## src/mpct_pkg.sv

```systemverilog
// Shared types and constants for the mouse packet cursor tracker.
`default_nettype none
package mpct_pkg;

  localparam int BYTE_W    = 8;
  localparam int CFG_W     = 13;
  localparam int CFG_IDX_W = 2;
  localparam int VIS_W     = 5;

  localparam logic [CFG_IDX_W-1:0] REG_SCREEN_WIDTH  = 2'd0;
  localparam logic [CFG_IDX_W-1:0] REG_SCREEN_HEIGHT = 2'd1;

  localparam logic [CFG_W-1:0] WIDTH_RESET  = 13'd640;
  localparam logic [CFG_W-1:0] HEIGHT_RESET = 13'd480;
  localparam logic [7:0]       START_POS    = 8'd20;

  typedef enum logic [2:0] {
    EV_MOVE       = 3'd0,
    EV_LEFT_DOWN  = 3'd1,
    EV_LEFT_UP    = 3'd2,
    EV_RIGHT_DOWN = 3'd3,
    EV_RIGHT_UP   = 3'd4
  } event_kind_e;

  typedef enum logic [2:0] {
    PH_BUTTONS = 3'b001,
    PH_DX      = 3'b010,
    PH_DY      = 3'b100
  } phase_e;

  typedef struct packed {
    event_kind_e       ev;
    logic [BYTE_W-1:0] dx;
    logic [BYTE_W-1:0] dy_raw;
  } pkt_t;

endpackage
`default_nettype wire

```

## src/mpct_front.sv

```systemverilog
// Byte framing: tracks packet phase and buttons, emits one packet record per packet.
`default_nettype none
module mpct_front (
  input  wire logic                        clk_i,
  input  wire logic                        rst_ni,
  input  wire logic                        in_valid_i,
  output logic                             in_ready_o,
  input  wire logic [mpct_pkg::BYTE_W-1:0] rx_byte_i,
  input  wire logic                        full_i,
  output logic                             push_o,
  output mpct_pkg::pkt_t                   pkt_o
);

  mpct_pkg::phase_e            phase_q, phase_d;
  logic                        left_now_q, left_now_d;
  logic                        right_now_q, right_now_d;
  logic                        left_bef_q, left_bef_d;
  logic                        right_bef_q, right_bef_d;
  logic [mpct_pkg::BYTE_W-1:0] held_dx_q, held_dx_d;
  logic                        accept;
  mpct_pkg::event_kind_e       ev;

  // only the last byte of a packet needs room in the queue
  assign in_ready_o = (phase_q != mpct_pkg::PH_DY) || !full_i;
  assign accept     = in_valid_i && in_ready_o;
  assign push_o     = accept && (phase_q == mpct_pkg::PH_DY);

  always_comb begin
    priority if (right_bef_q && !right_now_q) begin
      ev = mpct_pkg::EV_RIGHT_UP;
    end else if (!right_bef_q && right_now_q) begin
      ev = mpct_pkg::EV_RIGHT_DOWN;
    end else if (left_bef_q && !left_now_q) begin
      ev = mpct_pkg::EV_LEFT_UP;
    end else if (!left_bef_q && left_now_q) begin
      ev = mpct_pkg::EV_LEFT_DOWN;
    end else begin
      ev = mpct_pkg::EV_MOVE;
    end
  end

  assign pkt_o = '{ev: ev, dx: held_dx_q, dy_raw: rx_byte_i};

  always_comb begin
    phase_d     = phase_q;
    left_now_d  = left_now_q;
    right_now_d = right_now_q;
    left_bef_d  = left_bef_q;
    right_bef_d = right_bef_q;
    held_dx_d   = held_dx_q;
    if (accept) begin
      unique case (phase_q)
        mpct_pkg::PH_DX: begin
          held_dx_d = rx_byte_i;
          phase_d   = mpct_pkg::PH_DY;
        end
        mpct_pkg::PH_DY: begin
          left_bef_d  = left_now_q;
          right_bef_d = right_now_q;
          left_now_d  = 1'b0;
          right_now_d = 1'b0;
          phase_d     = mpct_pkg::PH_BUTTONS;
        end
        default: begin
          // header byte: latch buttons, ignore sign and overflow bits
          left_now_d  = rx_byte_i[0];
          right_now_d = rx_byte_i[1];
          phase_d     = mpct_pkg::PH_DX;
        end
      endcase
    end
  end

  always_ff @(posedge clk_i or negedge rst_ni) begin
    if (!rst_ni) begin
      phase_q     <= mpct_pkg::PH_BUTTONS;
      left_now_q  <= 1'b0;
      right_now_q <= 1'b0;
      left_bef_q  <= 1'b0;
      right_bef_q <= 1'b0;
      held_dx_q   <= '0;
    end else begin
      phase_q     <= phase_d;
      left_now_q  <= left_now_d;
      right_now_q <= right_now_d;
      left_bef_q  <= left_bef_d;
      right_bef_q <= right_bef_d;
      held_dx_q   <= held_dx_d;
    end
  end

`ifndef SYNTHESIS
  a_packet_closes: assert property (@(posedge clk_i) disable iff (!rst_ni)
    push_o |=> (phase_q == mpct_pkg::PH_BUTTONS && !left_now_q && !right_now_q))
    else $error("packet end did not return to header phase");
  a_phase_onehot: assert property (@(posedge clk_i) disable iff (!rst_ni)
    $onehot(phase_q))
    else $error("packet phase not one-hot");
  a_header_ready: assert property (@(posedge clk_i) disable iff (!rst_ni)
    (phase_q != mpct_pkg::PH_DY) |-> in_ready_o)
    else $error("header or delta byte stalled");
`endif

endmodule
`default_nettype wire

```

## src/mpct_fifo.sv

```systemverilog
// Two-entry packet queue between the framing front and the cursor back end.
`default_nettype none
module mpct_fifo (
  input  wire logic           clk_i,
  input  wire logic           rst_ni,
  input  wire logic           push_i,
  input  wire mpct_pkg::pkt_t pkt_i,
  output logic                full_o,
  input  wire logic           pop_i,
  output logic                empty_o,
  output mpct_pkg::pkt_t      pkt_o
);

  mpct_pkg::pkt_t mem_q [2];
  logic           wr_ptr_q, wr_ptr_d;
  logic           rd_ptr_q, rd_ptr_d;
  logic [1:0]     count_q, count_d;

  assign full_o  = (count_q == 2'd2);
  assign empty_o = (count_q == 2'd0);
  assign pkt_o   = mem_q[rd_ptr_q];

  always_comb begin
    wr_ptr_d = push_i ? !wr_ptr_q : wr_ptr_q;
    rd_ptr_d = pop_i ? !rd_ptr_q : rd_ptr_q;
    unique case ({push_i, pop_i})
      2'b10:   count_d = count_q + 2'd1;
      2'b01:   count_d = count_q - 2'd1;
      default: count_d = count_q;
    endcase
  end

  always_ff @(posedge clk_i or negedge rst_ni) begin
    if (!rst_ni) begin
      wr_ptr_q <= 1'b0;
      rd_ptr_q <= 1'b0;
      count_q  <= 2'd0;
    end else begin
      wr_ptr_q <= wr_ptr_d;
      rd_ptr_q <= rd_ptr_d;
      count_q  <= count_d;
    end
  end

  always_ff @(posedge clk_i) begin
    if (push_i) begin
      mem_q[wr_ptr_q] <= pkt_i;
    end
  end

`ifndef SYNTHESIS
  a_no_overflow: assert property (@(posedge clk_i) disable iff (!rst_ni)
    push_i |-> !full_o)
    else $error("push into full queue");
  a_no_underflow: assert property (@(posedge clk_i) disable iff (!rst_ni)
    pop_i |-> !empty_o)
    else $error("pop from empty queue");
  a_count_range: assert property (@(posedge clk_i) disable iff (!rst_ni)
    count_q != 2'd3)
    else $error("queue count out of range");
`endif

endmodule
`default_nettype wire

```

## src/mpct_back.sv

```systemverilog
// Cursor update: applies deltas, clamps to screen, clips cursor size, registers result.
`default_nettype none
module mpct_back #(
  parameter int POS_BITS = 12,
  parameter int CURSOR_W = 16,
  parameter int CURSOR_H = 16
) (
  input  wire logic                        clk_i,
  input  wire logic                        rst_ni,
  input  wire logic                        empty_i,
  input  wire mpct_pkg::pkt_t              pkt_i,
  output logic                             pop_o,
  input  wire logic [mpct_pkg::CFG_W-1:0]  screen_width_i,
  input  wire logic [mpct_pkg::CFG_W-1:0]  screen_height_i,
  output logic                             out_valid_o,
  input  wire logic                        out_ready_i,
  output logic [2:0]                       event_kind_o,
  output logic [POS_BITS-1:0]              old_x_o,
  output logic [POS_BITS-1:0]              old_y_o,
  output logic [POS_BITS-1:0]              new_x_o,
  output logic [POS_BITS-1:0]              new_y_o,
  output logic signed [7:0]                move_dx_o,
  output logic signed [8:0]                move_dy_o,
  output logic [mpct_pkg::VIS_W-1:0]       visible_width_o,
  output logic [mpct_pkg::VIS_W-1:0]       visible_height_o
);

  localparam int LIM_W = POS_BITS + 1;
  localparam int CMP_W = (LIM_W > mpct_pkg::CFG_W) ? LIM_W : mpct_pkg::CFG_W;
  localparam int SUM_W = POS_BITS + 2;
  localparam int VIS_W = mpct_pkg::VIS_W;

  function automatic logic [LIM_W-1:0] eff_limit(input logic [mpct_pkg::CFG_W-1:0] size);
    logic [CMP_W-1:0] s;
    logic [CMP_W-1:0] cap;
    logic [LIM_W-1:0] r;
    s   = CMP_W'(size);
    cap = CMP_W'(1) << POS_BITS;
    if (size == '0) begin
      r = LIM_W'(1);
    end else if (s > cap) begin
      r = LIM_W'(cap);
    end else begin
      r = LIM_W'(s);
    end
    return r;
  endfunction

  function automatic logic [POS_BITS-1:0] clamp_pos(input logic signed [SUM_W-1:0] v,
                                                    input logic [LIM_W-1:0] lim);
    logic signed [SUM_W-1:0] top;
    logic [POS_BITS-1:0]     r;
    top = $signed({1'b0, lim}) - $signed(SUM_W'(1));
    if (v < 0) begin
      r = '0;
    end else if (v > top) begin
      r = top[POS_BITS-1:0];
    end else begin
      r = v[POS_BITS-1:0];
    end
    return r;
  endfunction

  function automatic logic [VIS_W-1:0] visible(input logic [POS_BITS-1:0] pos,
                                               input logic [LIM_W-1:0] lim,
                                               input logic [LIM_W:0] size);
    logic [LIM_W:0]   edge_sum;
    logic [LIM_W-1:0] rest;
    logic [VIS_W-1:0] r;
    edge_sum = {2'b00, pos} + size;
    rest     = lim - {1'b0, pos};
    if (edge_sum >= {1'b0, lim}) begin
      r = rest[VIS_W-1:0];
    end else begin
      r = size[VIS_W-1:0];
    end
    return r;
  endfunction

  logic [POS_BITS-1:0]     cur_x_q, cur_x_d;
  logic [POS_BITS-1:0]     cur_y_q, cur_y_d;
  logic                    out_valid_q, out_valid_d;
  logic [LIM_W-1:0]        wlim, hlim;
  logic signed [8:0]       dy;
  logic signed [SUM_W-1:0] sum_x, sum_y;
  logic [POS_BITS-1:0]     nx, ny;

  logic [2:0]              ev_q;
  logic [POS_BITS-1:0]     old_x_q, old_y_q, new_x_q, new_y_q;
  logic signed [7:0]       dx_q;
  logic signed [8:0]       dy_q;
  logic [VIS_W-1:0]        vis_w_q, vis_h_q;

  // take a packet when the output register is free or being drained
  assign pop_o = !empty_i && (!out_valid_q || out_ready_i);

  always_comb begin
    wlim  = eff_limit(screen_width_i);
    hlim  = eff_limit(screen_height_i);
    dy    = -$signed({pkt_i.dy_raw[7], pkt_i.dy_raw});
    sum_x = $signed({2'b00, cur_x_q}) + $signed({{(SUM_W-8){pkt_i.dx[7]}}, pkt_i.dx});
    sum_y = $signed({2'b00, cur_y_q}) + $signed({{(SUM_W-9){dy[8]}}, dy});
    nx    = clamp_pos(sum_x, wlim);
    ny    = clamp_pos(sum_y, hlim);
  end

  always_comb begin
    cur_x_d     = pop_o ? nx : cur_x_q;
    cur_y_d     = pop_o ? ny : cur_y_q;
    out_valid_d = pop_o ? 1'b1 : (out_ready_i ? 1'b0 : out_valid_q);
  end

  always_ff @(posedge clk_i or negedge rst_ni) begin
    if (!rst_ni) begin
      cur_x_q     <= POS_BITS'(mpct_pkg::START_POS);
      cur_y_q     <= POS_BITS'(mpct_pkg::START_POS);
      out_valid_q <= 1'b0;
    end else begin
      cur_x_q     <= cur_x_d;
      cur_y_q     <= cur_y_d;
      out_valid_q <= out_valid_d;
    end
  end

  always_ff @(posedge clk_i) begin
    if (pop_o) begin
      ev_q    <= pkt_i.ev;
      old_x_q <= cur_x_q;
      old_y_q <= cur_y_q;
      new_x_q <= nx;
      new_y_q <= ny;
      dx_q    <= $signed(pkt_i.dx);
      dy_q    <= dy;
      vis_w_q <= visible(nx, wlim, (LIM_W+1)'(CURSOR_W));
      vis_h_q <= visible(ny, hlim, (LIM_W+1)'(CURSOR_H));
    end
  end

  assign out_valid_o      = out_valid_q;
  assign event_kind_o     = ev_q;
  assign old_x_o          = old_x_q;
  assign old_y_o          = old_y_q;
  assign new_x_o          = new_x_q;
  assign new_y_o          = new_y_q;
  assign move_dx_o        = dx_q;
  assign move_dy_o        = dy_q;
  assign visible_width_o  = vis_w_q;
  assign visible_height_o = vis_h_q;

`ifndef SYNTHESIS
  a_cursor_follows: assert property (@(posedge clk_i) disable iff (!rst_ni)
    pop_o |=> (cur_x_q == new_x_q && cur_y_q == new_y_q))
    else $error("cursor state differs from reported position");
  a_old_is_cursor: assert property (@(posedge clk_i) disable iff (!rst_ni)
    pop_o |=> (old_x_q == $past(cur_x_q) && old_y_q == $past(cur_y_q)))
    else $error("old position not taken from cursor state");
  a_result_holds: assert property (@(posedge clk_i) disable iff (!rst_ni)
    (out_valid_o && !out_ready_i) |=>
      (out_valid_o && $stable(event_kind_o) && $stable(new_x_o) && $stable(new_y_o)))
    else $error("waiting result changed");
`endif

endmodule
`default_nettype wire

```

## src/mouse_packet_cursor_tracker_core.sv

```systemverilog
// After the third byte is accepted, a result passes the packet queue and then the
// output register. Throughput: one byte per cycle; a last byte waits for room in
// the two-entry packet queue, and the back end retires one packet per cycle while
// its output register is free or drained. Reset: cursor at column 20, row 20,
// screen 640 x 480, byte phase at the header, buttons released; no clearing pass.
`default_nettype none
module mouse_packet_cursor_tracker_core #(
  parameter int CURSOR_W = 16,
  parameter int CURSOR_H = 16,
  parameter int POS_BITS = 12
) (
  input  wire logic                            clk_i,
  input  wire logic                            rst_ni,
  input  wire logic                            cfg_valid_i,
  output logic                                 cfg_ready_o,
  input  wire logic [mpct_pkg::CFG_IDX_W-1:0]  cfg_index_i,
  input  wire logic [mpct_pkg::CFG_W-1:0]      cfg_data_i,
  input  wire logic                            in_valid_i,
  output logic                                 in_ready_o,
  input  wire logic [mpct_pkg::BYTE_W-1:0]     rx_byte_i,
  output logic                                 out_valid_o,
  input  wire logic                            out_ready_i,
  output logic [2:0]                           event_kind_o,
  output logic [POS_BITS-1:0]                  old_x_o,
  output logic [POS_BITS-1:0]                  old_y_o,
  output logic [POS_BITS-1:0]                  new_x_o,
  output logic [POS_BITS-1:0]                  new_y_o,
  output logic signed [7:0]                    move_dx_o,
  output logic signed [8:0]                    move_dy_o,
  output logic [mpct_pkg::VIS_W-1:0]           visible_width_o,
  output logic [mpct_pkg::VIS_W-1:0]           visible_height_o
);

  logic [mpct_pkg::CFG_W-1:0] width_q, width_d;
  logic [mpct_pkg::CFG_W-1:0] height_q, height_d;
  logic                       cfg_write;

  logic           push, full, pop, empty;
  mpct_pkg::pkt_t front_pkt, queue_pkt;

  assign cfg_ready_o = 1'b1;
  assign cfg_write   = cfg_valid_i && cfg_ready_o;

  always_comb begin
    width_d  = width_q;
    height_d = height_q;
    if (cfg_write) begin
      unique case (cfg_index_i)
        mpct_pkg::REG_SCREEN_WIDTH:  width_d  = cfg_data_i;
        mpct_pkg::REG_SCREEN_HEIGHT: height_d = cfg_data_i;
        default: ; // drop writes to unmapped indexes
      endcase
    end
  end

  always_ff @(posedge clk_i or negedge rst_ni) begin
    if (!rst_ni) begin
      width_q  <= mpct_pkg::WIDTH_RESET;
      height_q <= mpct_pkg::HEIGHT_RESET;
    end else begin
      width_q  <= width_d;
      height_q <= height_d;
    end
  end

  mpct_front u_front (
    .clk_i      (clk_i),
    .rst_ni     (rst_ni),
    .in_valid_i (in_valid_i),
    .in_ready_o (in_ready_o),
    .rx_byte_i  (rx_byte_i),
    .full_i     (full),
    .push_o     (push),
    .pkt_o      (front_pkt)
  );

  mpct_fifo u_fifo (
    .clk_i   (clk_i),
    .rst_ni  (rst_ni),
    .push_i  (push),
    .pkt_i   (front_pkt),
    .full_o  (full),
    .pop_i   (pop),
    .empty_o (empty),
    .pkt_o   (queue_pkt)
  );

  mpct_back #(
    .POS_BITS (POS_BITS),
    .CURSOR_W (CURSOR_W),
    .CURSOR_H (CURSOR_H)
  ) u_back (
    .clk_i            (clk_i),
    .rst_ni           (rst_ni),
    .empty_i          (empty),
    .pkt_i            (queue_pkt),
    .pop_o            (pop),
    .screen_width_i   (width_q),
    .screen_height_i  (height_q),
    .out_valid_o      (out_valid_o),
    .out_ready_i      (out_ready_i),
    .event_kind_o     (event_kind_o),
    .old_x_o          (old_x_o),
    .old_y_o          (old_y_o),
    .new_x_o          (new_x_o),
    .new_y_o          (new_y_o),
    .move_dx_o        (move_dx_o),
    .move_dy_o        (move_dy_o),
    .visible_width_o  (visible_width_o),
    .visible_height_o (visible_height_o)
  );

endmodule
`default_nettype wire

```

## config.mk

```make
export PLATFORM = sky130hd
export DESIGN_NAME = mouse_packet_cursor_tracker_core
export DESIGN_NICKNAME = d
export VERILOG_FILES = /design/src/mpct_pkg.sv /design/src/mpct_front.sv /design/src/mpct_fifo.sv /design/src/mpct_back.sv /design/src/mouse_packet_cursor_tracker_core.sv
export SDC_FILE = /design/constraint.sdc
export NUM_CORES = 1
export LEC_CHECK = 0
export ABC_AREA = 1
export BUFFER_PORTS_ARGS = -buffer_cell sky130_fd_sc_hd__buf_2
export CORE_MARGIN = 2
export CORE_UTILIZATION = 55
export CTS_BUF_LIST = sky130_fd_sc_hd__clkbuf_8
export DETAILED_ROUTE_END_ITERATION = 8
export GPL_TIMING_DRIVEN = 0
export PLACE_DENSITY = 0.83
export RECOVER_POWER = 25
export SKIP_CTS_REPAIR_TIMING = 1
export SLEW_MARGIN = 30
export SYNTH_ARGS = -nofsm -noshare
export SYNTH_HDL_FRONTEND = slang
export SYNTH_SLANG_ARGS = --single-unit
export TNS_END_PERCENT = 10
```

## constraint.sdc

```tcl
create_clock -name clk_i -period 8.4 [get_ports clk_i]
set_input_delay 0.84 -clock clk_i [delete_from_list [all_inputs] [get_ports clk_i]]
set_output_delay 0.84 -clock clk_i [all_outputs]
set_load 0.02 [all_outputs]
```

* Word-level counts from Yosys, hierarchy flattened
Memories as Yosys holds them, arrays and structs flattened.
Cells that the tools add are included.
** Word-level totals
- Flip-flop bits (word level) :: 148
- Bits in writable memories :: 38
- Output and inout bits :: 81
- Logic and storage cells :: 100
- Memories :: 1
** Memory list
- u_fifo.mem_q :: depth 2, bits a word 19, rd ports 1, clocked after Yosys merged registers in 0, wr ports 1, line mpct_fifo.sv:14 : mpct_pkg::pkt_t mem_q [2];
** Operators by class
- Add/sub/neg operators :: 11
- $lt $le $gt $ge :: 8
- Equal/unequal tests :: 7
- Mux-type cells :: 20
- Bitwise gates (word level) :: 1
- Reduce and logical (&&, ||, !) cells :: 29
** Operators with widths (count)
- two-way mux 13 bit :: 4
- two-way mux 12 bit :: 4
- greater-than comparator 14 bit :: 2
- < comparator 14 x 1 -> 1 bit, second input constant :: 2
- subtractor 13 x 1 -> 14 bit, second input constant :: 2
- adder 12 x 5 -> 13 bit, second input constant :: 2
- >= comparator 13 bit :: 2
- greater-than comparator 13 bit, second input constant :: 2
- zero test 13 bit :: 2
- adder 13 x 8 -> 14 bit :: 1
- adder 13 x 9 -> 14 bit :: 1
- AND reduction 2 bit :: 5
- subtractor 5 bit :: 2
- zero test 1 bit :: 9
- two-way mux 3 bit :: 3
- negator 8 -> 9 bit :: 1
- logical AND 1 bit :: 7
- one-hot mux 3 bit (2 select lines) :: 1
- two-way mux 1 bit :: 5
- == test 2 x 1 -> 1 bit, second input constant :: 2
- == test 2 bit, second input constant :: 2
- zero test 2 bit :: 2
- one-hot mux 1 bit (2 select lines) :: 2
- one-hot mux 2 bit (2 select lines) :: 1
- other kinds (8) :: 10

* Logic depth before layout (Yosys ltp)
- Depth in word-level cells :: 9
- Gate-level depth with buffers :: 45

* Cells and area by module
Synthesis repeated with hierarchy kept, for this count alone.
** Unflattened totals
- Cell total of the unflattened synthesis :: 1347
- Area total of the unflattened synthesis :: 11598.6 um^2
** By module, submodules not included
- mpct_back :: times used 1, cells each 1019, area an instance 8080.2 um^2
- mpct_fifo :: times used 1, cells each 123, area an instance 1682.9 um^2
- mouse_packet_cursor_tracker_core :: times used 1, cells each 118, area an instance 1084.8 um^2
- mpct_front :: times used 1, cells each 87, area an instance 750.7 um^2

* Worst setup path after synthesis
No wires, ideal clock.
- Kind :: register to register
- Start point :: register u_fifo.rd_ptr_q
- End point :: register u_back.vis_h_q[4] (netlist: u_back.visible_height_o[4]) (data pin)
- Library setup time :: 0.279 ns
- Data arrival time :: 6.614 ns
- Setup slack :: 1.507 ns
- Cell stages (with the launch flop) :: 35
- Path buffers :: 2
- Cell sequence :: dfrtp_1 buf_1 mux2i_1 ha_1 nand4_1 nand3b_1 o21a_1 ha_1 a21oi_1 a21boi_0 nand3_1 a21oi_1 o21ai_0 a21o_1 xnor2_1 inv_1 ha_1 nand4_1 nor4b_1 nand3_1 nand3_4 buf_6 nand2_1 nand3_2 inv_1 ha_1 nand2_1 xor2_1 inv_1 ha_1 nand4_1 o221ai_1 a221oi_1 o21ai_0 nand3_1
** Between the ends
- Longest elaborated chain between the ends :: 8
- Elaborated cells on any way between the ends :: 10
- Those cells by class :: add/sub: 4; order compare: 3; mux: 2; memory: 1
** RTL lines
- start: declaration :: line mpct_fifo.sv:16 : logic rd_ptr_q, rd_ptr_d;
- start signal: assignment :: line mpct_fifo.sv:40 : rd_ptr_q <= rd_ptr_d;
- memory read (2 x 19 bit) *
- negator 8 -> 9 bit * :: line mpct_back.sv:100 : dy = -$signed({pkt_i.dy_raw[7], pkt_i.dy_raw});
- named net u_back.dy[8] :: line mpct_back.sv:84 : logic signed [8:0] dy;
- adder 13 x 9 -> 14 bit * :: line mpct_back.sv:102 : sum_y = $signed({2'b00, cur_y_q}) + $signed({{(SUM_W-9){dy[8]}}, dy});
- greater-than comparator 14 bit :: line mpct_back.sv:56 : end else if (v > top) begin
- two-way mux 12 bit :: line mpct_back.sv:56
- two-way mux 12 bit * :: line mpct_back.sv:54 : if (v < 0) begin
- named net u_back.ny[4] :: line mpct_back.sv:86 : logic [POS_BITS-1:0] nx, ny;
- adder 12 x 5 -> 13 bit :: line mpct_back.sv:70 : edge_sum = {2'b00, pos} + size;
- >= comparator 13 bit :: line mpct_back.sv:72 : if (edge_sum >= {1'b0, lim}) begin
- end signal: assignment :: line mpct_back.sv:135 : vis_h_q <= visible(ny, hlim, (LIM_W+1)'(CURSOR_H));
- end: declaration :: line mpct_back.sv:92 : logic [VIS_W-1:0] vis_w_q, vis_h_q;
Mark *: on every way through the listed nets, which the timed path passes. The rest lies on a longest branch.
A chain may end at the register's enable or synchronous reset.

* Worst setup path in the final report
- Start point :: register u_fifo.rd_ptr_q
- End point :: register u_back.vis_h_q[2] (netlist: u_back.visible_height_o[2]) (data pin)
** Between the ends
- Longest elaborated chain between the ends :: 8
- Elaborated cells on any way between the ends :: 10
- Those cells by class :: add/sub: 4; order compare: 3; mux: 2; memory: 1
** RTL lines (line)
- memory read (2 x 19 bit) *
- negator 8 -> 9 bit * :: mpct_back.sv:100
- named net u_back.dy[8] :: mpct_back.sv:84
- adder 13 x 9 -> 14 bit * :: mpct_back.sv:102
- greater-than comparator 14 bit :: mpct_back.sv:56
- two-way mux 12 bit :: mpct_back.sv:56
- two-way mux 12 bit * :: mpct_back.sv:54
- named net u_back.ny[4] :: mpct_back.sv:86
- adder 12 x 5 -> 13 bit * :: mpct_back.sv:70
- >= comparator 13 bit * :: mpct_back.sv:72
Marks and branches as above.

==> impl_results.md <==
- Synth top area share: 32.7%
- Asr flop ratio synth: between 30% and 40%
- Status: complete, but fails checks
- Worst Clk Skew: between 0.015 and 0.02 ns
- Largest cells by area after synthesis: edfxtp_1, dfrtp_1, ha_1
- Layout cells sized above 1: approximately 16%
- Post-Syn Area: roughly 0.011 sq mm
- Hold Path Sink: u_fifo.mem_q[0][12]
- Post-route ant nets: 0
- Gr usage total: 23.7%
- Final slew viol count: between 70 and 80
- Final hold violations: 0
- R2R Path End: u_back.visible_height_o[2]
- CTS root buffer: clkbuf_8
- Register area share after synthesis: between 40% and 50%
- CP Capture Type: flop
- Row count: 50
- Worst min-delay path class: flop to flop
- Vias/cell: ~5.3
- Area grow syn2layout: 13.5%
- Drc violations: 0
- Clk slew on worst S/H paths: around 0.11 ns
- Final Core Density: 64.3%
- Worst-skew pair later-pin latency: 0.48 ns
- Number of synthesized flops with an enable pin: around 120
- First-pass GRT wire length: ~38 mm
- Fin Setup TNS: 0 ns
- Fin crit share: roughly nine tenths
- Largest area contributor in the netlist: edfxtp_1
- Ys flop type: edfxtp_1
- DRT Wirelength: ~23 mm
- Syn Area/Cell: around 9.5 sq um
- Nets@finish: about 1400
- Io pins: between 100 and 150
- Tmin final: 7.69 ns
- Max_slew headroom: -36.4%
- Crit path max fanout: 10
- Setup Viol. Count Final: 0
- Area post-placement: 0.0117 sq mm
- Post-DR wirelength/cell: ~15 um
- Critical path type: flop to flop
- Via count: between 8000 and 9000
- TritonCTS sink count: approximately 190
- Largest net degree at the start of global routing: 39
- Max Clock Freq: approximately 130 MHz
- CP delay by family, top: compound AO/OA/AOI/OAI gates
- Hpwl dp: around 18 mm
- Number of warnings issued by yosys: 0
- DIE HEIGHT: approximately 140 um
- CTS tree: done
- Crit-path slowest cell: ha_1
- Initial antenna violation count: 0
- H-Tree Depth: 4
- Port Buffers: between 100 and 150
- Vias in the first global route: approximately 8000
- Initial Util: a little under three fifths
- Hold Path Cell Cnt: 0
- Most common library cells after synthesis: nand2_1, inv_1, edfxtp_1
- GPL Wtd Cong: 0.974
- Core area: between 0.015 and 0.02 sq mm
- Violated checks: capacitance limit, slew limit
- Reg2reg path depth: 35
- Fin worst setup slack: about 0.71 ns
- Antenna cells: 0
- Worst Tran Pin Value: between 2 and 2.5 ns
- Mapped Cells: between 1000 and 1500
- Die Width: 143 um
- CP arrival: 7.92 ns
- Crit Reg-Reg Startpoint: u_fifo.rd_ptr_q
- Internal reg-to-reg setup slack: ~0.71 ns
- Clock Path Buffers: 2
- DRT iter0 DRCs: around 580
- Post-route design area: 0.0121 sq mm
- Grt ovf: 0
- Setup crit start kind: flop
- Worst hold start: u_front.held_dx_q[4]
- CP required: between 8 and 9 ns
- Filler cells: 1493
- Most frequent cell after synthesis: nand2_1
- Inserted Clock Buffers: 17
- CP Buf/Inv Count: 6
- Slowest stage delay, CP: approximately 0.42 ns
- Post-synth cell types: 52
- Place WS: -0.236 ns
- Register bit total from synthesis: 186
- Max Cap Viol: 2
- Drt pass-1 iters: 5
- Die area: around 0.02 sq mm
[metrics by stage]
step                hold slack [ns]  instances
global route                  0.487       1529
floorplan                     0.437       1122
detailed placement            0.455       1496
finish                        0.479       1529
CTS                           0.309       1528
global placement              0.438       1489
[state kept, by name (all words and copies together), names as in the netlist, 2 cells and up]
name	cells
u_back.move_dy_o	9
u_back.new_y_o	12
height_q	13
u_back.visible_width_o	5
u_back.old_x_o	12
width_q	13
u_back.event_kind_o	3
u_back.cur_y_q	12
u_front.phase_q	3
u_back.visible_height_o	5
u_fifo.count_q	2
u_back.new_x_o	12
u_back.move_dx_o	8
u_back.old_y_o	12
u_fifo.mem_q	38
u_back.cur_x_q	12
u_front.held_dx_q	8
[worst max-delay path by stage]
stage | start | to | depth (start not counted)
after global placement | out_ready_i | u_back.cur_x_q[1] | 7
after global routing | u_fifo.rd_ptr_q | u_back.visible_height_o[2] | 35
after detailed placement | u_fifo.rd_ptr_q | u_back.visible_width_o[2] | 41
final | u_fifo.rd_ptr_q | u_back.visible_height_o[2] | 35
after floorplan | u_fifo.rd_ptr_q | u_back.visible_height_o[4] | 34
after CTS | u_fifo.rd_ptr_q | u_back.visible_width_o[2] | 41
[cells by family (layout without fill, tap and decap cells)]
| logic type | count (synthesis) | in the layout | share of synthesized area (%) |
|---|---|---|---|
| and+or+nand+nor | 413 | 413 | 17.4 |
| DFF | 186 | 186 | 49.2 |
| buffers and inverters | 186 | 333 | 6.74 |
| AOI/OAI and AO/OA | 159 | 159 | 8.16 |
| adders and majority gates | 99 | 99 | 11.9 |
| xor gates and xnor gates | 65 | 65 | 5.41 |
| muxes | 11 | 11 | 1.10 |
| other | 1 | 3 | 0.0352 |
[final cells by class]
cell class / instances / area, sq um / share of cell area [%]
Multi-Input combinational cell: 750 / 4750 / 39.2
Buffer: 17 / 91.3 / 0.755
Sequential cell: 186 / 5250 / 43.4
Clock inverter: 14 / 161 / 1.33
Timing Repair Buffer: 115 / 643 / 5.32
Inverter: 169 / 634 / 5.24
Clock buffer: 18 / 248 / 2.05
Tap cell: 260 / 325 / 2.69
[cells in the final DEF (no fill, tap or decap), drive strengths merged, types with 3 or more instances in the layout]
| master | synthesis | final |
|---|---|---|
| nand2 | 253 | 253 |
| inv | 168 | 176 |
| edfxtp | 116 | 116 |
| buf | 5 | 110 |
| ha | 95 | 95 |
| o21ai | 88 | 88 |
| nor2 | 60 | 60 |
| dfrtp | 59 | 59 |
| nand3 | 48 | 48 |
| xor2 | 47 | 47 |
| a21oi | 43 | 43 |
| clkbuf | 12 | 40 |
| nand4 | 22 | 22 |
| xnor2 | 18 | 18 |
| nor3 | 15 | 15 |
| dfstp | 11 | 11 |
| or2 | 10 | 10 |
| a21o | 6 | 6 |
| mux2 | 6 | 6 |
| mux2i | 5 | 5 |
| clkinv | 1 | 5 |
| o21bai | 4 | 4 |
| o211ai | 4 | 4 |
| fa | 4 | 4 |
| a211oi | 3 | 3 |
| nand3b | 3 | 3 |
| conb | 1 | 3 |
[layer usage]
| metal | global-route usage (%) | wire length, um | vias to the layer above | share of wire [%] |
|---|---|---|---|---|
| li1 | - | - | 3999 | - |
| met1 | 30.5 | 10200 | 3848 | 43 |
| met2 | 39.9 | 11500 | 253 | 49 |
| met3 | 4.26 | 1160 | 43 | 4.9 |
| met4 | 9.18 | 608 | 0 | 2.6 |
| met5 | 0 | 0 | - | 0 |
[worst reg2reg max path: cells and delay by family (launching register included)]
kind                     cells  cell delay [ns]
XOR/XNOR                     2             0.35
adder cells (fa/ha/maj)      5             1.55
flip-flops                   1             0.39
buffers and inverters        6             0.85
AND/OR/NAND/NOR             10             1.94
AO/OA/AOI/OAI               11             2.09
multiplexers                 1             0.30
Power is left out: the tool's default activity adds up to more than one toggle a clock period on the data nets, which glitch-free logic cannot reach.
